File: src/hw/rtl/rtpp_pkg.sv
// Shared types and constants of the RGB triple text parser.
package rtpp_pkg;

   localparam int MAG_W = 9;
   localparam int ACC_W = 12;   // widest value of magnitude * 10 + digit

   localparam logic [MAG_W-1:0] MAG_SAT   = 9'd256;
   localparam logic [7:0]       VALUE_MAX = 8'd255;
   localparam logic [3:0]       RADIX     = 4'd10;

   localparam logic [7:0] CH_SPACE   = 8'h20;
   localparam logic [7:0] CH_TAB     = 8'h09;
   localparam logic [7:0] CH_CR      = 8'h0D;
   localparam logic [7:0] CH_PLUS    = 8'h2B;
   localparam logic [7:0] CH_MINUS   = 8'h2D;
   localparam logic [7:0] CH_COMMA   = 8'h2C;
   localparam logic [7:0] CH_BRACKET = 8'h5B;
   localparam logic [7:0] CH_ZERO    = 8'h30;
   localparam logic [7:0] CH_NINE    = 8'h39;

   localparam logic [1:0] IDX_RED   = 2'd0;
   localparam logic [1:0] IDX_GREEN = 2'd1;
   localparam logic [1:0] IDX_BLUE  = 2'd2;
   localparam logic [1:0] IDX_END   = 2'd3;

   typedef enum logic [6:0] {
      PH_OPEN   = 7'b0000001,
      PH_LEAD   = 7'b0000010,
      PH_SIGN   = 7'b0000100,
      PH_DIGITS = 7'b0001000,
      PH_SEP    = 7'b0010000,
      PH_DONE   = 7'b0100000,
      PH_FAIL   = 7'b1000000
   } phase_type;

   typedef struct packed {
      phase_type        phase;
      logic [1:0]       idx;
      logic             neg;
      logic [MAG_W-1:0] mag;
      logic [7:0]       red;
      logic [7:0]       green;
      logic [7:0]       blue;
   } state_type;

   typedef struct packed {
      logic       ok;
      logic [7:0] red;
      logic [7:0] green;
      logic [7:0] blue;
   } result_type;

   localparam state_type STATE_RESET = '{
      phase: PH_OPEN, idx: IDX_RED, neg: 1'b0, mag: '0,
      red: '0, green: '0, blue: '0
   };

endpackage

File: src/hw/rtl/rtpp_step.sv
// Next-state and result logic for one character or terminator request.
module rtpp_step (
   input  rtpp_pkg::state_type  cur,
   input  logic [7:0]           ch,
   input  logic                 term,
   output rtpp_pkg::state_type  nxt,
   output rtpp_pkg::result_type res
);
   import rtpp_pkg::*;

   logic             is_digit;
   logic             is_space;
   logic             is_sign;
   logic             is_skip_sep;
   logic [3:0]       digit;
   logic [ACC_W-1:0] acc;
   logic [7:0]       clamped;
   state_type        lead;
   state_type        fin;
   state_type        sep;

   assign is_digit    = (ch >= CH_ZERO) && (ch <= CH_NINE);
   assign is_space    = (ch == CH_SPACE) || ((ch >= CH_TAB) && (ch <= CH_CR));
   assign is_sign     = (ch == CH_PLUS) || (ch == CH_MINUS);
   assign is_skip_sep = (ch == CH_SPACE) || (ch == CH_COMMA);
   assign digit       = ch[3:0];

   // mag * 10 + digit as two shifts and two adds
   assign acc = {cur.mag, 3'b000} + {2'b00, cur.mag, 1'b0} + {8'd0, digit};

   assign clamped = cur.neg ? 8'd0 : (cur.mag[MAG_W-1] ? VALUE_MAX : cur.mag[7:0]);

   // Where a number may begin
   always_comb begin
      lead     = cur;
      lead.neg = 1'b0;
      lead.mag = '0;
      if (is_space) begin
         lead.phase = PH_LEAD;
      end else if (is_sign) begin
         lead.neg   = (ch == CH_MINUS);
         lead.phase = PH_SIGN;
      end else if (is_digit) begin
         lead.mag   = {5'd0, digit};
         lead.phase = PH_DIGITS;
      end else begin
         lead.phase = PH_FAIL;
      end
   end

   // Store the finished number in its slot
   always_comb begin
      fin     = cur;
      fin.idx = cur.idx + 2'd1;
      unique case (cur.idx)
         IDX_RED:   fin.red   = clamped;
         IDX_GREEN: fin.green = clamped;
         default:   fin.blue  = clamped;
      endcase
   end

   // Separator skip after a finished number, or done after the third
   always_comb begin
      sep = fin;
      if (fin.idx == IDX_END) begin
         sep.phase = PH_DONE;
      end else if (is_skip_sep) begin
         sep.phase = PH_SEP;
      end else begin
         sep.phase = lead.phase;
         sep.neg   = lead.neg;
         sep.mag   = lead.mag;
      end
   end

   always_comb begin
      nxt = cur;
      res = '0;
      if (term) begin
         nxt = STATE_RESET;
         if ((cur.phase == PH_DIGITS) && (cur.idx == IDX_BLUE)) begin
            res = '{ok: 1'b1, red: cur.red, green: cur.green, blue: clamped};
         end else if (cur.phase == PH_DONE) begin
            res = '{ok: 1'b1, red: cur.red, green: cur.green, blue: cur.blue};
         end
      end else begin
         unique case (cur.phase)
            PH_OPEN: begin
               if ((ch != CH_SPACE) && (ch != CH_BRACKET)) nxt = lead;
            end
            PH_LEAD: nxt = lead;
            PH_SIGN: begin
               if (is_digit) begin
                  nxt.mag   = {5'd0, digit};
                  nxt.phase = PH_DIGITS;
               end else begin
                  nxt.phase = PH_FAIL;
               end
            end
            PH_DIGITS: begin
               if (is_digit) begin
                  nxt.mag = (acc > {3'd0, MAG_SAT}) ? MAG_SAT : acc[MAG_W-1:0];
               end else begin
                  nxt = sep;
               end
            end
            PH_SEP: begin
               if (is_skip_sep) nxt.phase = PH_SEP;
               else             nxt = lead;
            end
            PH_DONE: nxt = cur;
            default: nxt.phase = PH_FAIL;
         endcase
      end
   end

endmodule

File: src/hw/rtl/rgb_triple_text_parser_core.sv
// Top level of the RGB triple text parser: request register, parse state, result register.
//
//  channel | direction | ports                                   | moves
//  --------+-----------+-----------------------------------------+---------------------------
//  req     | in        | req_valid req_ready req_ch              | one character or
//          |           | req_terminator                          | terminator request
//  rsp     | out       | rsp_valid rsp_ready rsp_ok rsp_red      | one result per
//          |           | rsp_green rsp_blue                      | terminator request
//
// One request per cycle while no terminator waits on an untaken result: a request is
// held in the request register and from there updates the parse state, while a
// terminator's result loads the result register, which drives rsp_valid.
// Synchronous active-high reset clears the parse state and both valid flags.
// A terminator waits in the request register only while a result is held and not taken;
// characters keep flowing past a waiting result, and nothing is taken behind a stalled one.
module rgb_triple_text_parser_core (
   input  logic       clock,
   input  logic       reset,
   input  logic       req_valid,
   output logic       req_ready,
   input  logic [7:0] req_ch,
   input  logic       req_terminator,
   output logic       rsp_valid,
   input  logic       rsp_ready,
   output logic       rsp_ok,
   output logic [7:0] rsp_red,
   output logic [7:0] rsp_green,
   output logic [7:0] rsp_blue
);
   import rtpp_pkg::*;

   // request register
   logic       in_valid_ff, in_valid_in;
   logic [7:0] in_ch_ff;
   logic       in_term_ff;

   // parse state
   state_type  state_ff, state_in;
   state_type  step_nxt;
   result_type step_res;

   // result register
   logic       rsp_valid_ff, rsp_valid_in;
   result_type rsp_ff;

   logic advance;
   logic load_rsp;

   rtpp_step u_step (
      .cur  (state_ff),
      .ch   (in_ch_ff),
      .term (in_term_ff),
      .nxt  (step_nxt),
      .res  (step_res)
   );

   // A terminator may only move on when the result register can take its result.
   assign advance   = in_valid_ff && (!in_term_ff || !rsp_valid_ff || rsp_ready);
   assign load_rsp  = advance && in_term_ff;
   assign req_ready = !in_valid_ff || advance;

   assign in_valid_in  = (req_valid && req_ready) ? 1'b1 : (advance ? 1'b0 : in_valid_ff);
   assign state_in     = advance ? step_nxt : state_ff;
   assign rsp_valid_in = load_rsp ? 1'b1 : (rsp_ready ? 1'b0 : rsp_valid_ff);

   always_ff @(posedge clock) begin
      if (reset) begin
         in_valid_ff  <= 1'b0;
         rsp_valid_ff <= 1'b0;
         state_ff     <= STATE_RESET;
      end else begin
         in_valid_ff  <= in_valid_in;
         rsp_valid_ff <= rsp_valid_in;
         state_ff     <= state_in;
      end
   end

   always_ff @(posedge clock) begin
      if (req_valid && req_ready) begin
         in_ch_ff   <= req_ch;
         in_term_ff <= req_terminator;
      end
      if (load_rsp) rsp_ff <= step_res;
   end

   assign rsp_valid = rsp_valid_ff;
   assign rsp_ok    = rsp_ff.ok;
   assign rsp_red   = rsp_ff.red;
   assign rsp_green = rsp_ff.green;
   assign rsp_blue  = rsp_ff.blue;

   // A failed parse reports all colors as zero.
   a_fail_zero: assert property (@(posedge clock) disable iff (reset)
      rsp_valid_ff && !rsp_ff.ok |->
         (rsp_ff.red == 8'd0) && (rsp_ff.green == 8'd0) && (rsp_ff.blue == 8'd0))
      else $error("failed result carries nonzero color");

   // A terminator returns the parser to its opening state.
   a_term_resets: assert property (@(posedge clock) disable iff (reset)
      load_rsp |=> (state_ff.phase == PH_OPEN) && (state_ff.idx == IDX_RED))
      else $error("parse state not cleared after terminator");

   // Back-pressure only comes from a terminator blocked by an unread result.
   a_stall_cause: assert property (@(posedge clock) disable iff (reset)
      !req_ready |-> in_valid_ff && in_term_ff && rsp_valid_ff && !rsp_ready)
      else $error("request stalled without a blocked terminator");

   // Accumulated magnitude never passes its saturation point.
   a_mag_sat: assert property (@(posedge clock) disable iff (reset)
      state_ff.mag <= MAG_SAT)
      else $error("magnitude above saturation");

endmodule
File: config.mk
export PLATFORM = sky130hd
export DESIGN_NAME = rgb_triple_text_parser_core
export DESIGN_NICKNAME = d
export VERILOG_FILES = /design/src/hw/rtl/rtpp_pkg.sv /design/src/hw/rtl/rtpp_step.sv /design/src/hw/rtl/rgb_triple_text_parser_core.sv
export SDC_FILE = /design/constraint.sdc
export NUM_CORES = 1
export LEC_CHECK = 0
export ABC_AREA = 1
export BUFFER_PORTS_ARGS = -buffer_cell sky130_fd_sc_hd__clkbuf_2
export CORE_MARGIN = 2
export CORE_UTILIZATION = 30
export CTS_CLUSTER_SIZE = 40
export DETAILED_ROUTE_END_ITERATION = 7
export PLACE_DENSITY = 0.53
export REMOVE_ABC_BUFFERS = 1
export SETUP_SLACK_MARGIN = 0.3
export SLEW_MARGIN = 5
export SYNTH_ARGS = -nofsm -noshare
export SYNTH_HDL_FRONTEND = slang
export SYNTH_SLANG_ARGS = --single-unit
export TNS_END_PERCENT = 20
File: constraint.sdc
create_clock -name clock -period 3.78 [get_ports clock]
set_input_delay 0.378 -clock clock [delete_from_list [all_inputs] [get_ports clock]]
set_output_delay 0.378 -clock clock [all_outputs]
set_load 0.01 [all_outputs]
==> results of run 1 <==
## layout make-up
class                      instances  share of cell area
clock buffer                      12             0.05054
inverter                          79             0.05839
timing repair buffer              39             0.03827
clock inverter                     4             0.01521
sequential                        79              0.3768
tap                              184             0.04514
multi-input combinational        389              0.4156
## cell families after synthesis
logic type / Yosys count
compound gates: 104
xor+xnor: 1
fa+ha+maj: 23
buf+inv: 92
flops: 79
simple gates: 261
## flip-flops by register name, summed over array words and instances (netlist names)
register	flops
in_ch_ff	8
in_term_ff	1
in_valid_ff	1
rsp_blue	8
rsp_green	8
rsp_ok	1
rsp_red	8
rsp_valid	1
state_ff	43
## worst max-delay path, stage by stage (launching register included)
cell      delay [ns]
edfxtp_1        0.50
fa_1            0.60
inv_1           0.07
fa_1            0.56
inv_1           0.04
nor2_1          0.08
nand2_1         0.06
nor2_1          0.10
nand3_1         0.08
nor2_1          0.10
nand2_1         0.06
nand2_1         0.14
nand3_1         0.16
nand3b_1        0.19
a21oi_1         0.13
## stage by stage
stage | power (µW) | worst slack, ns | util | area, µm² | hold WS, ns
floorplan | 1077 | 1.127 | - | 4339 | 0.4223
global placement | 1124 | 0.9730 | 0.3291 | 4765 | 0.4311
detailed placement | 1128 | 0.8649 | 0.3291 | 4765 | 0.4506
CTS | 2088 | 0.8484 | 0.3522 | 5100 | 0.2050
global route | 2156 | 0.5102 | 0.3522 | 5100 | 0.2093
finish | 2066 | 0.8585 | 0.3522 | 5100 | 0.2177
## layer usage
layer / vias up / GRT usage
met2: 90 / 0.2113
met1: 1688 / 0.1642
met5: - / 0
met3: 14 / 0.03038
li1: 1919 / -
met4: 0 / 0.04706
## cells in the mapped netlist (all sizes together) (2+ instances only)
library cell    n  area share
o211ai          2      0.0034
nand3          30       0.041
nand2         118        0.11
nor3            7      0.0079
nand4          10       0.016
clkbuf          7      0.0059
fa              2      0.0091
buf             6       0.012
o21ai          44       0.052
dfxtp          45        0.20
nor2           88       0.092
ha             21       0.059
edfxtp         34        0.23
inv            78       0.066
a21oi          51       0.059
nand3b          5      0.0093
## power groups by stage
stage               registers (µW)  clock network (µW)  logic (µW)
floorplan                      959                   0         118
global placement               959                   0         165
detailed placement             960                   0         168
CTS                            942                 977         169
global route                   945                1020         191
finish                         942                 956         168
## worst max-delay path by stage
stage	startpoint	to	slack (ns)	cells after the start
CTS	in_ch_ff[3]$_DFFE_PP_	state_ff[28]$_SDFFE_PP0P_	0.85	14
floorplan	in_ch_ff[3]$_DFFE_PP_	state_ff[28]$_SDFFE_PP0P_	1.13	14
global placement	in_ch_ff[3]$_DFFE_PP_	state_ff[28]$_SDFFE_PP0P_	0.97	14
finish	in_ch_ff[3]$_DFFE_PP_	state_ff[28]$_SDFFE_PP0P_	0.86	14
detailed placement	in_ch_ff[3]$_DFFE_PP_	state_ff[28]$_SDFFE_PP0P_	0.86	14
global route	in_ch_ff[3]$_DFFE_PP_	state_ff[28]$_SDFFE_PP0P_	0.51	14
==> flow_summary_export.csv, run 1 <==
group,metric,value,unit
setup_path,r2r_end,"state_ff[28]$_SDFFE_PP0P_",
worst_hold_path,hold_path_end,"in_ch_ff[7]$_DFFE_PP_",
sta,setup_viol,0,
place,gp_congestion,0.8408,
detailed_routing,dr_total_vias,3711,
yosys,synthXorXnorAreaFrac,0.001982,
cells_and_area,layout_common_cells,"nand2_1, nor2_1, inv_1",
clocking,clk_latency,0.34,ns
yosys,synth-edff-count,34,
setup_path,cp-end-kind,"flip-flop",
setup_path,rr_startpoint,"in_ch_ff[3]$_DFFE_PP_",
floorplanning,start_util,0.3052,
pwr,clkPwrFrac,0.463,
global_routing,grt_max_degree,28,
setup_path,reg2reg_depth,14,
place,place_inst,770,
floorplanning,die_w,125.4,µm
detailed_routing,routed.top_layer,"met4",
pwr,power_frac_comb,0.081,
yosys,async_flop_share,0,
floorplanning,pin_count,40,
setup_path,crit_type,"reg -> reg",
setup_path,worstPathRequired,4.04,ns
setup_path,crit_fanout,7,
yosys,synth_top_family_by_area,"simple AND/OR/NAND/NOR gates",
flow_run,max_cap_viol_count,0,
global_routing,grt_pass1_vias,3535,
sta,rsz0062_at_grt,"no",
pwr,pwr-share-seq,0.456,
clocking,clock-sinks,79,
yosys,synth_seq_cells,79,
clocking,cts_buffers,9,
yosys,synth_seq_area_share,0.4349,
floorplanning,die_h,125.4,µm
detailed_routing,vias_per_cell,4.721,
global_routing,grt_usage,0.1282,
sta,max_freq,0.3423,GHz
clocking,cts_root_buffer,"clkbuf_16",
clocking,cts_tree,"done",
detailed_routing,first_pass_iters,4,
clocking,cts_hold_buf,0,
detailed_routing,drt-initial-drc-count,179,
place,port_buffers,39,
cells_and_area,final_common_cell,"nand2_1",
clocking,postCtsSetupBuffers,0,
yosys,yosys.area_share.simple,0.2826,
run_status,status,"finished clean",
detailed_routing,drc,0,
detailed_routing,drt_wl_total,9.527,mm
cells_and_area,layout.nets,633,
sta,hold_violations,0,
pwr,peakVddDrop,0.1912,mV
clocking,clkTransAtPathRegs,0.06,ns
sta,relSlewSlack,0.3482,
place,hpwl,7.247,mm
worst_hold_path,worstHoldPathCells,1,
sta,final.min_clock_period,2.922,ns
cells_and_area,ff_latch_area,1922,µm²
pwr,intPower,1594,µW
clocking,clk_path_buf_depth,2,
floorplanning,coreArea,14480,µm²
pwr,p_sw,472.0,µW
yosys,ys_warn_count,0,
cells_and_area,multi_input_area,2120,µm²
detailed_routing,ant_nets,0,
yosys,syn_area,4419,µm²
cells_and_area,antennaDiodeCount,0,
setup_path,cp-start-kind,"flip-flop",
cells_and_area,instances_no_fill,786,
detailed_routing,wl_met1,4.610,mm
worst_hold_path,hold_start,"req_ch[7]",
global_routing,overflow,0,
detailed_routing,wl_per_cell,12.12,µm
cells_and_area,num-fill-cells,1502,
sta,skew,0.005483,ns
pwr,power_density,405.1,nW/µm²
pwr,swShare,0.2285,
sta,setup_tns,0,ns
worst_hold_path,hp-class,"in -> reg",
yosys,ys_types,44,
sta,tightest_slew,0.9766,ns
cells_and_area,layout-drive-gt1-share,0.1694,
yosys,synthFlopType,"dfxtp_1",
detailed_routing,met3WireLength,432,µm
yosys,synthCells,560,
detailed_routing,met2_wirelength,4.319,mm
floorplanning,dieArea,15720,µm²
sta,slew_viol_final,0,
yosys,synth_compound_area_frac,0.1266,
setup_path,crit_arrival,3.18,ns
yosys,postSynthAreaPerCell,7.891,µm²
yosys,synthAdderAreaFrac,0.06852,
sta,finalCritPeriodShare,0.7729,
yosys,muxShareOfSynthArea,0,
global_routing,antenna_found_initial,0,
floorplanning,rows,44,
pwr,p_leak,0.002147,µW
clocking,cts_resized,0,
cells_and_area,area_growth_syn_to_layout,15.40,%
clocking,ctsHtreeMaxLevel,3,
setup_path,reg2reg_slack,0.86,ns
global_routing,grt_pass1_wl,16.52,mm
(Power assumes the default switching activity.)
==> run 2, diff against run 1 <==
==> constraint.sdc (replaced) <==
create_clock -name clock -period 2.9 [get_ports clock]
set_input_delay 0.29 -clock clock [delete_from_list [all_inputs] [get_ports clock]]
set_output_delay 0.29 -clock clock [all_outputs]
set_load 0.01 [all_outputs]
==> run 2 against run 1 <==
  * Sequential power up 30%
  * Clock skew is 0.00082 ns lower
  * Wire length increased by 0.96%
  * Critical path depth up 1
  * Combinational power rose by 39%
  * Clock power grew 16%
  * Power grew 24%
  * Die area did not move
  * Largest power group is now sequential cells
==> flow_summary_export.csv, run 2 (synthesis results as in run 1) <==
group,metric,value,unit
flow_run,max_cap_viol_count,0,
detailed_routing,first_pass_iters,4,
cells_and_area,ff_latch_area,1922,µm²
setup_path,crit_fanout,5,
cells_and_area,num-fill-cells,1508,
pwr,p_leak,0.002184,µW
place,hpwl,7.391,mm
setup_path,rr_startpoint,"in_ch_ff[2]$_DFFE_PP_",
global_routing,grt_max_degree,28,
cells_and_area,layout-drive-gt1-share,0.2042,
global_routing,grt_pass1_wl,16.68,mm
floorplanning,die_w,125.4,µm
clocking,cts_buffers,9,
pwr,total_power,2560,µW
detailed_routing,vias_per_cell,4.601,
setup_path,crit_slowest_cell,"fa_1",
setup_path,worstPathRequired,3.16,ns
cells_and_area,fin_area,5209,µm²
sta,hold_violations,0,
floorplanning,die_h,125.4,µm
setup_path,worst_path_largest_cell_delay,0.55,ns
setup_path,cp-start-kind,"flip-flop",
sta,setup_viol,0,
setup_path,crit_start,"in_ch_ff[2]$_DFFE_PP_",
setup_path,crit_arrival,2.88,ns
cells_and_area,multi_input_area,2187,µm²
cells_and_area,area_growth_syn_to_layout,17.87,%
cells_and_area,layout_common_cells,"nand2_1, nor2_1, inv_1",
sta,final.min_clock_period,2.625,ns
clocking,clk_path_buf_depth,2,
setup_path,crit_chain,"ha_4, ha_4, inv_1, fa_1, inv_1, nor2_1, nand2_1, nor2_1, nand3_1, nor2_2, nand2_1, nand2_2, nand3_4, nand3b_1, a21oi_1",
place,gp_congestion,0.8310,
global_routing,grt_usage,0.1280,
clocking,clock-sinks,79,
global_routing,antenna_found_initial,0,
floorplanning,rows,44,
pwr,power_density,491.6,nW/µm²
pwr,peakVddDrop,0.2754,mV
floorplanning,coreArea,14480,µm²
sta,skew,0.004667,ns
detailed_routing,wl_per_cell,12.08,µm
setup_path,cp-end-kind,"flip-flop",
detailed_routing,ant_nets,0,
worst_hold_path,hold_start,"req_ch[6]",
sta,rsz0062_at_grt,"yes",
sta,tightest_slew,0.6796,ns
cells_and_area,final_common_cell,"nand2_1",
clocking,cts_tree,"done",
detailed_routing,drt-initial-drc-count,199,
global_routing,overflow,0,
detailed_routing,drt_wl_total,9.618,mm
clocking,ctsHtreeMaxLevel,3,
detailed_routing,dr_total_vias,3662,
clocking,clkTransAtPathRegs,0.06,ns
sta,max_freq,0.3809,GHz
floorplanning,start_util,0.3052,
clocking,cts_root_buffer,"clkbuf_16",
place,port_buffers,39,
place,placed_area,4810,µm²
floorplanning,pin_count,40,
floorplanning,dieArea,15720,µm²
detailed_routing,drc,0,
setup_path,crit_type,"reg -> reg",
cells_and_area,antennaDiodeCount,0,
cells_and_area,top_register,"state_ff",
sta,relSlewSlack,0.5465,
sta,finalCritPeriodShare,0.9053,
global_routing,grt_pass1_vias,3525,
cells_and_area,layout.nets,643,
run_status,status,"finished clean",
cells_and_area,largest_reg_flops,43,
sta,setup_tns,0,ns
worst_hold_path,hp-class,"in -> reg",
clocking,clk_latency,0.33,ns
sta,slew_viol_final,0,
-- run 2: metrics by stage --
stage | std cells | hold slack (ns) | utilization | worst slack (ns)
floorplan | 547 | 0.3591 | - | 0.2467
global placement | 776 | 0.4321 | 0.3322 | 0.1923
detailed placement | 776 | 0.4477 | 0.3322 | 0.1534
CTS | 794 | 0.1175 | 0.3570 | 0.3132
global route | 796 | 0.1159 | 0.3597 | 0.01350
finish | 796 | 0.1291 | 0.3597 | 0.2747
-- run 2: report_power, final --
| part | switching, µW | internal, µW | total (µW) |
|---|---|---|---|
| Sequential | 22.7 | 1200 | 1220 |
| Clock | 447 | 659 | 1110 |
| Combinational | 155 | 77.9 | 233 |
-- run 2: per-layer routing --
metal  track usage  wire [µm]
met2        0.2049       4486
met5             0          0
met4       0.03922        113
met3       0.03338        407
met1        0.1701       4611
-- run 2: final cells by class --
class | count | area share
inverter | 79 | 0.05717
tap | 184 | 0.04420
multi-input combinational | 389 | 0.4199
clock inverter | 5 | 0.007206
clock buffer | 11 | 0.05068
timing repair buffer | 49 | 0.05189
sequential | 79 | 0.3690
-- run 2: what timing repair did --
action                     4_1_cts  5_1_grt
hold buffers                     0        0
setup buffers                    2        2
setup endpoints to repair        9        9
pin swaps                        6        3
cloned                           0        0
hold endpoints to repair         0        0
resized for setup                8        6
-- run 2: critical path, delay by kind of cell, from the launching register on --
kind | cells | cell delay [ns]
AND/OR/NAND/NOR | 9 | 0.85
AO/OA/AOI/OAI | 1 | 0.15
adder cells (fa/ha/maj) | 3 | 1.00
flip-flops | 1 | 0.44
buffers and inverters | 2 | 0.10
-- run 2: worst paths after layout --
kind	slack, ns	end	depth (start not counted)
min reg2reg	0.45	state_ff[19]$_SDFFE_PP0P_	2
max	0.27	state_ff[28]$_SDFFE_PP0P_	15
max reg2reg	0.27	state_ff[28]$_SDFFE_PP0P_	15
min	0.13	in_ch_ff[6]$_DFFE_PP_	1
==> run 3, diff against run 2 <==
--- a/config.mk
+++ b/config.mk
@@ -8,10 +8,10 @@
 export ABC_AREA = 1
 export BUFFER_PORTS_ARGS = -buffer_cell sky130_fd_sc_hd__clkbuf_2
 export CORE_MARGIN = 2
-export CORE_UTILIZATION = 30
+export CORE_UTILIZATION = 60
 export CTS_CLUSTER_SIZE = 40
 export DETAILED_ROUTE_END_ITERATION = 7
-export PLACE_DENSITY = 0.53
+export PLACE_DENSITY = 0.87
 export REMOVE_ABC_BUFFERS = 1
 export SETUP_SLACK_MARGIN = 0.3
 export SLEW_MARGIN = 5
==> run 3 against run 2 <==
  * Cell area shrank 5.3%
  * Cell count fell by 11%
  * Sequential share of layout area rose by 2.1 points
  * Register-to-register slack hardly changed
  * Largest cell class unchanged
  * Largest power group unchanged
  * Highest routed layer unchanged
==> flow_summary_export.csv, run 3 (synthesis results as in run 1) <==
group,metric,value,unit
pwr,peakVddDrop,0.4128,mV
setup_path,cp-start-kind,"flip-flop",
sta,max_freq,0.3794,GHz
clocking,ctsHtreeMaxLevel,3,
cells_and_area,num-fill-cells,574,
sta,setup_tns,0,ns
detailed_routing,drt_wl_total,9.316,mm
global_routing,antenna_found_initial,0,
detailed_routing,met2_wirelength,4.617,mm
sta,hold_violations,0,
detailed_routing,drc,0,
sta,slew_viol_final,0,
place,gp_congestion,0.8996,
floorplanning,pin_count,40,
floorplanning,coreArea,7176,µm²
detailed_routing,vias_per_cell,5.384,
global_routing,grt_pass1_wl,15.90,mm
sta,relSlewSlack,0.5446,
cells_and_area,fin_area,4933,µm²
cells_and_area,top_register,"state_ff",
flow_run,max_cap_viol_count,0,
detailed_routing,dr_total_vias,3812,
setup_path,cp-end-kind,"flip-flop",
cells_and_area,layout.nets,640,
setup_path,crit_fanout,5,
place,placed_area,4688,µm²
global_routing,grt_max_degree,28,
sta,finalCritPeriodShare,0.9090,
global_routing,grt_pass1_vias,3682,
cells_and_area,largest_reg_flops,43,
floorplanning,die_w,89.82,µm
sta,rsz0062_at_grt,"yes",
place,port_buffers,39,
setup_path,crit_type,"reg -> reg",
cells_and_area,area_growth_syn_to_layout,11.64,%
floorplanning,rows,31,
detailed_routing,wl_per_cell,13.16,µm
sta,hold_ws,0.09785,ns
sta,setup_viol,0,
clocking,clk_latency,0.36,ns
cells_and_area,layout_common_cells,"nand2_1, nor2_1, inv_1",
clocking,cts_tree,"done",
pwr,p_leak,0.002126,µW
clocking,clk_path_buf_depth,2,
run_status,status,"finished clean",
floorplanning,start_util,0.6159,
pwr,power_density,469.0,nW/µm²
sta,skew,0.01036,ns
detailed_routing,met3WireLength,360,µm
clocking,clock-sinks,79,
cells_and_area,layout-drive-gt1-share,0.1905,
detailed_routing,wl_met1,4.076,mm
clocking,cts_buffers,9,
sta,tightest_slew,0.6823,ns
worst_hold_path,hp-class,"in -> reg",
sta,final.min_clock_period,2.636,ns
cells_and_area,antennaDiodeCount,0,
place,hpwl,6.859,mm
detailed_routing,first_pass_iters,5,
clocking,clkTransAtPathRegs,0.09,ns
clocking,cts_root_buffer,"clkbuf_8",
global_routing,overflow,0,
floorplanning,die_h,89.82,µm
cells_and_area,final_common_cell,"nand2_1",
setup_path,crit_arrival,2.92,ns
detailed_routing,routed.top_layer,"met4",
setup_path,worstPathRequired,3.19,ns
detailed_routing,drt-initial-drc-count,148,
global_routing,grt_usage,0.2417,
detailed_routing,ant_nets,0,
floorplanning,dieArea,8068,µm²
## run 3: cell count changes in the layout (fill, tap and decap cells not counted), moves of 2 or more
cell / before / now
buf_4: 10 / 7
a21oi_1: 46 / 50
ha_4: 2 / 0
inv_8: 0 / 2
a21oi_2: 5 / 1
clkbuf_16: 10 / 0
clkbuf_8: 1 / 9
## run 3: layer usage
metal,vias up,global-route usage
li1,1926,-
met1,1755,0.2861
met2,105,0.4280
met3,26,0.04275
met4,0,0.1115
met5,-,0
## run 3: through the flow
step	instances	setup WS (ns)	power, µW	util
final	708	0.2639	2314	0.6875
after global routing	708	0.04135	2401	0.6875
after CTS	707	0.2959	2316	0.6863
after detailed placement	689	0.1061	1471	0.6534
after global placement	689	0.2327	1461	0.6534
after floorplan	547	0.2467	1404	-
## run 3: path summary, 6_finish.rpt
check / from / endpoint / slack, ns / cells after the start
max reg2reg: in_ch_ff[3]$_DFFE_PP_ / state_ff[28]$_SDFFE_PP0P_ / 0.26 / 14
min: req_ch[7] / in_ch_ff[7]$_DFFE_PP_ / 0.1 / 1
max: in_ch_ff[3]$_DFFE_PP_ / state_ff[28]$_SDFFE_PP0P_ / 0.26 / 14
min reg2reg: state_ff[15]$_SDFFE_PP0P_ / state_ff[15]$_SDFFE_PP0P_ / 0.46 / 2
## run 3: timing repair
action / in CTS / in global routing
gates resized for setup: 4 / 1
endpoints found under the setup margin: 9 / 9
cloned: 0 / 0
pin swaps: 4 / 0
hold endpoints to repair: 0 / 0
hold buffers: 0 / 0
setup buffers: 2 / 1
## run 3: where the power goes
group | total, µW | switching, µW | leakage [µW] | internal [µW]
logic | 230 | 155 | 0.00135 | 75.0
clock network | 863 | 448 | 0.000100 | 415
registers | 1220 | 23.1 | 0.000671 | 1200
## run 3: critical path, stage by stage, from the launching register on
cell,delay [ns]
edfxtp_1,0.42
fa_1,0.56
inv_1,0.06
fa_1,0.51
inv_1,0.05
nor2_1,0.08
nand2_1,0.05
nor2_1,0.10
nand3_1,0.08
nor2_1,0.08
nand2_1,0.06
nand2_2,0.11
nand3_2,0.10
nand3b_1,0.17
a21oi_1,0.12
## run 3: layout make-up
cell class	count	area [µm²]	share of cell area
Clock inverter	7	85.08	0.01725
Sequential cell	79	1923	0.3898
Tap cell	99	123.9	0.02511
Timing Repair Buffer	46	247.7	0.05022
Inverter	79	297.8	0.06036
Multi-Input combinational cell	389	2132	0.4322
Clock buffer	9	123.9	0.02511
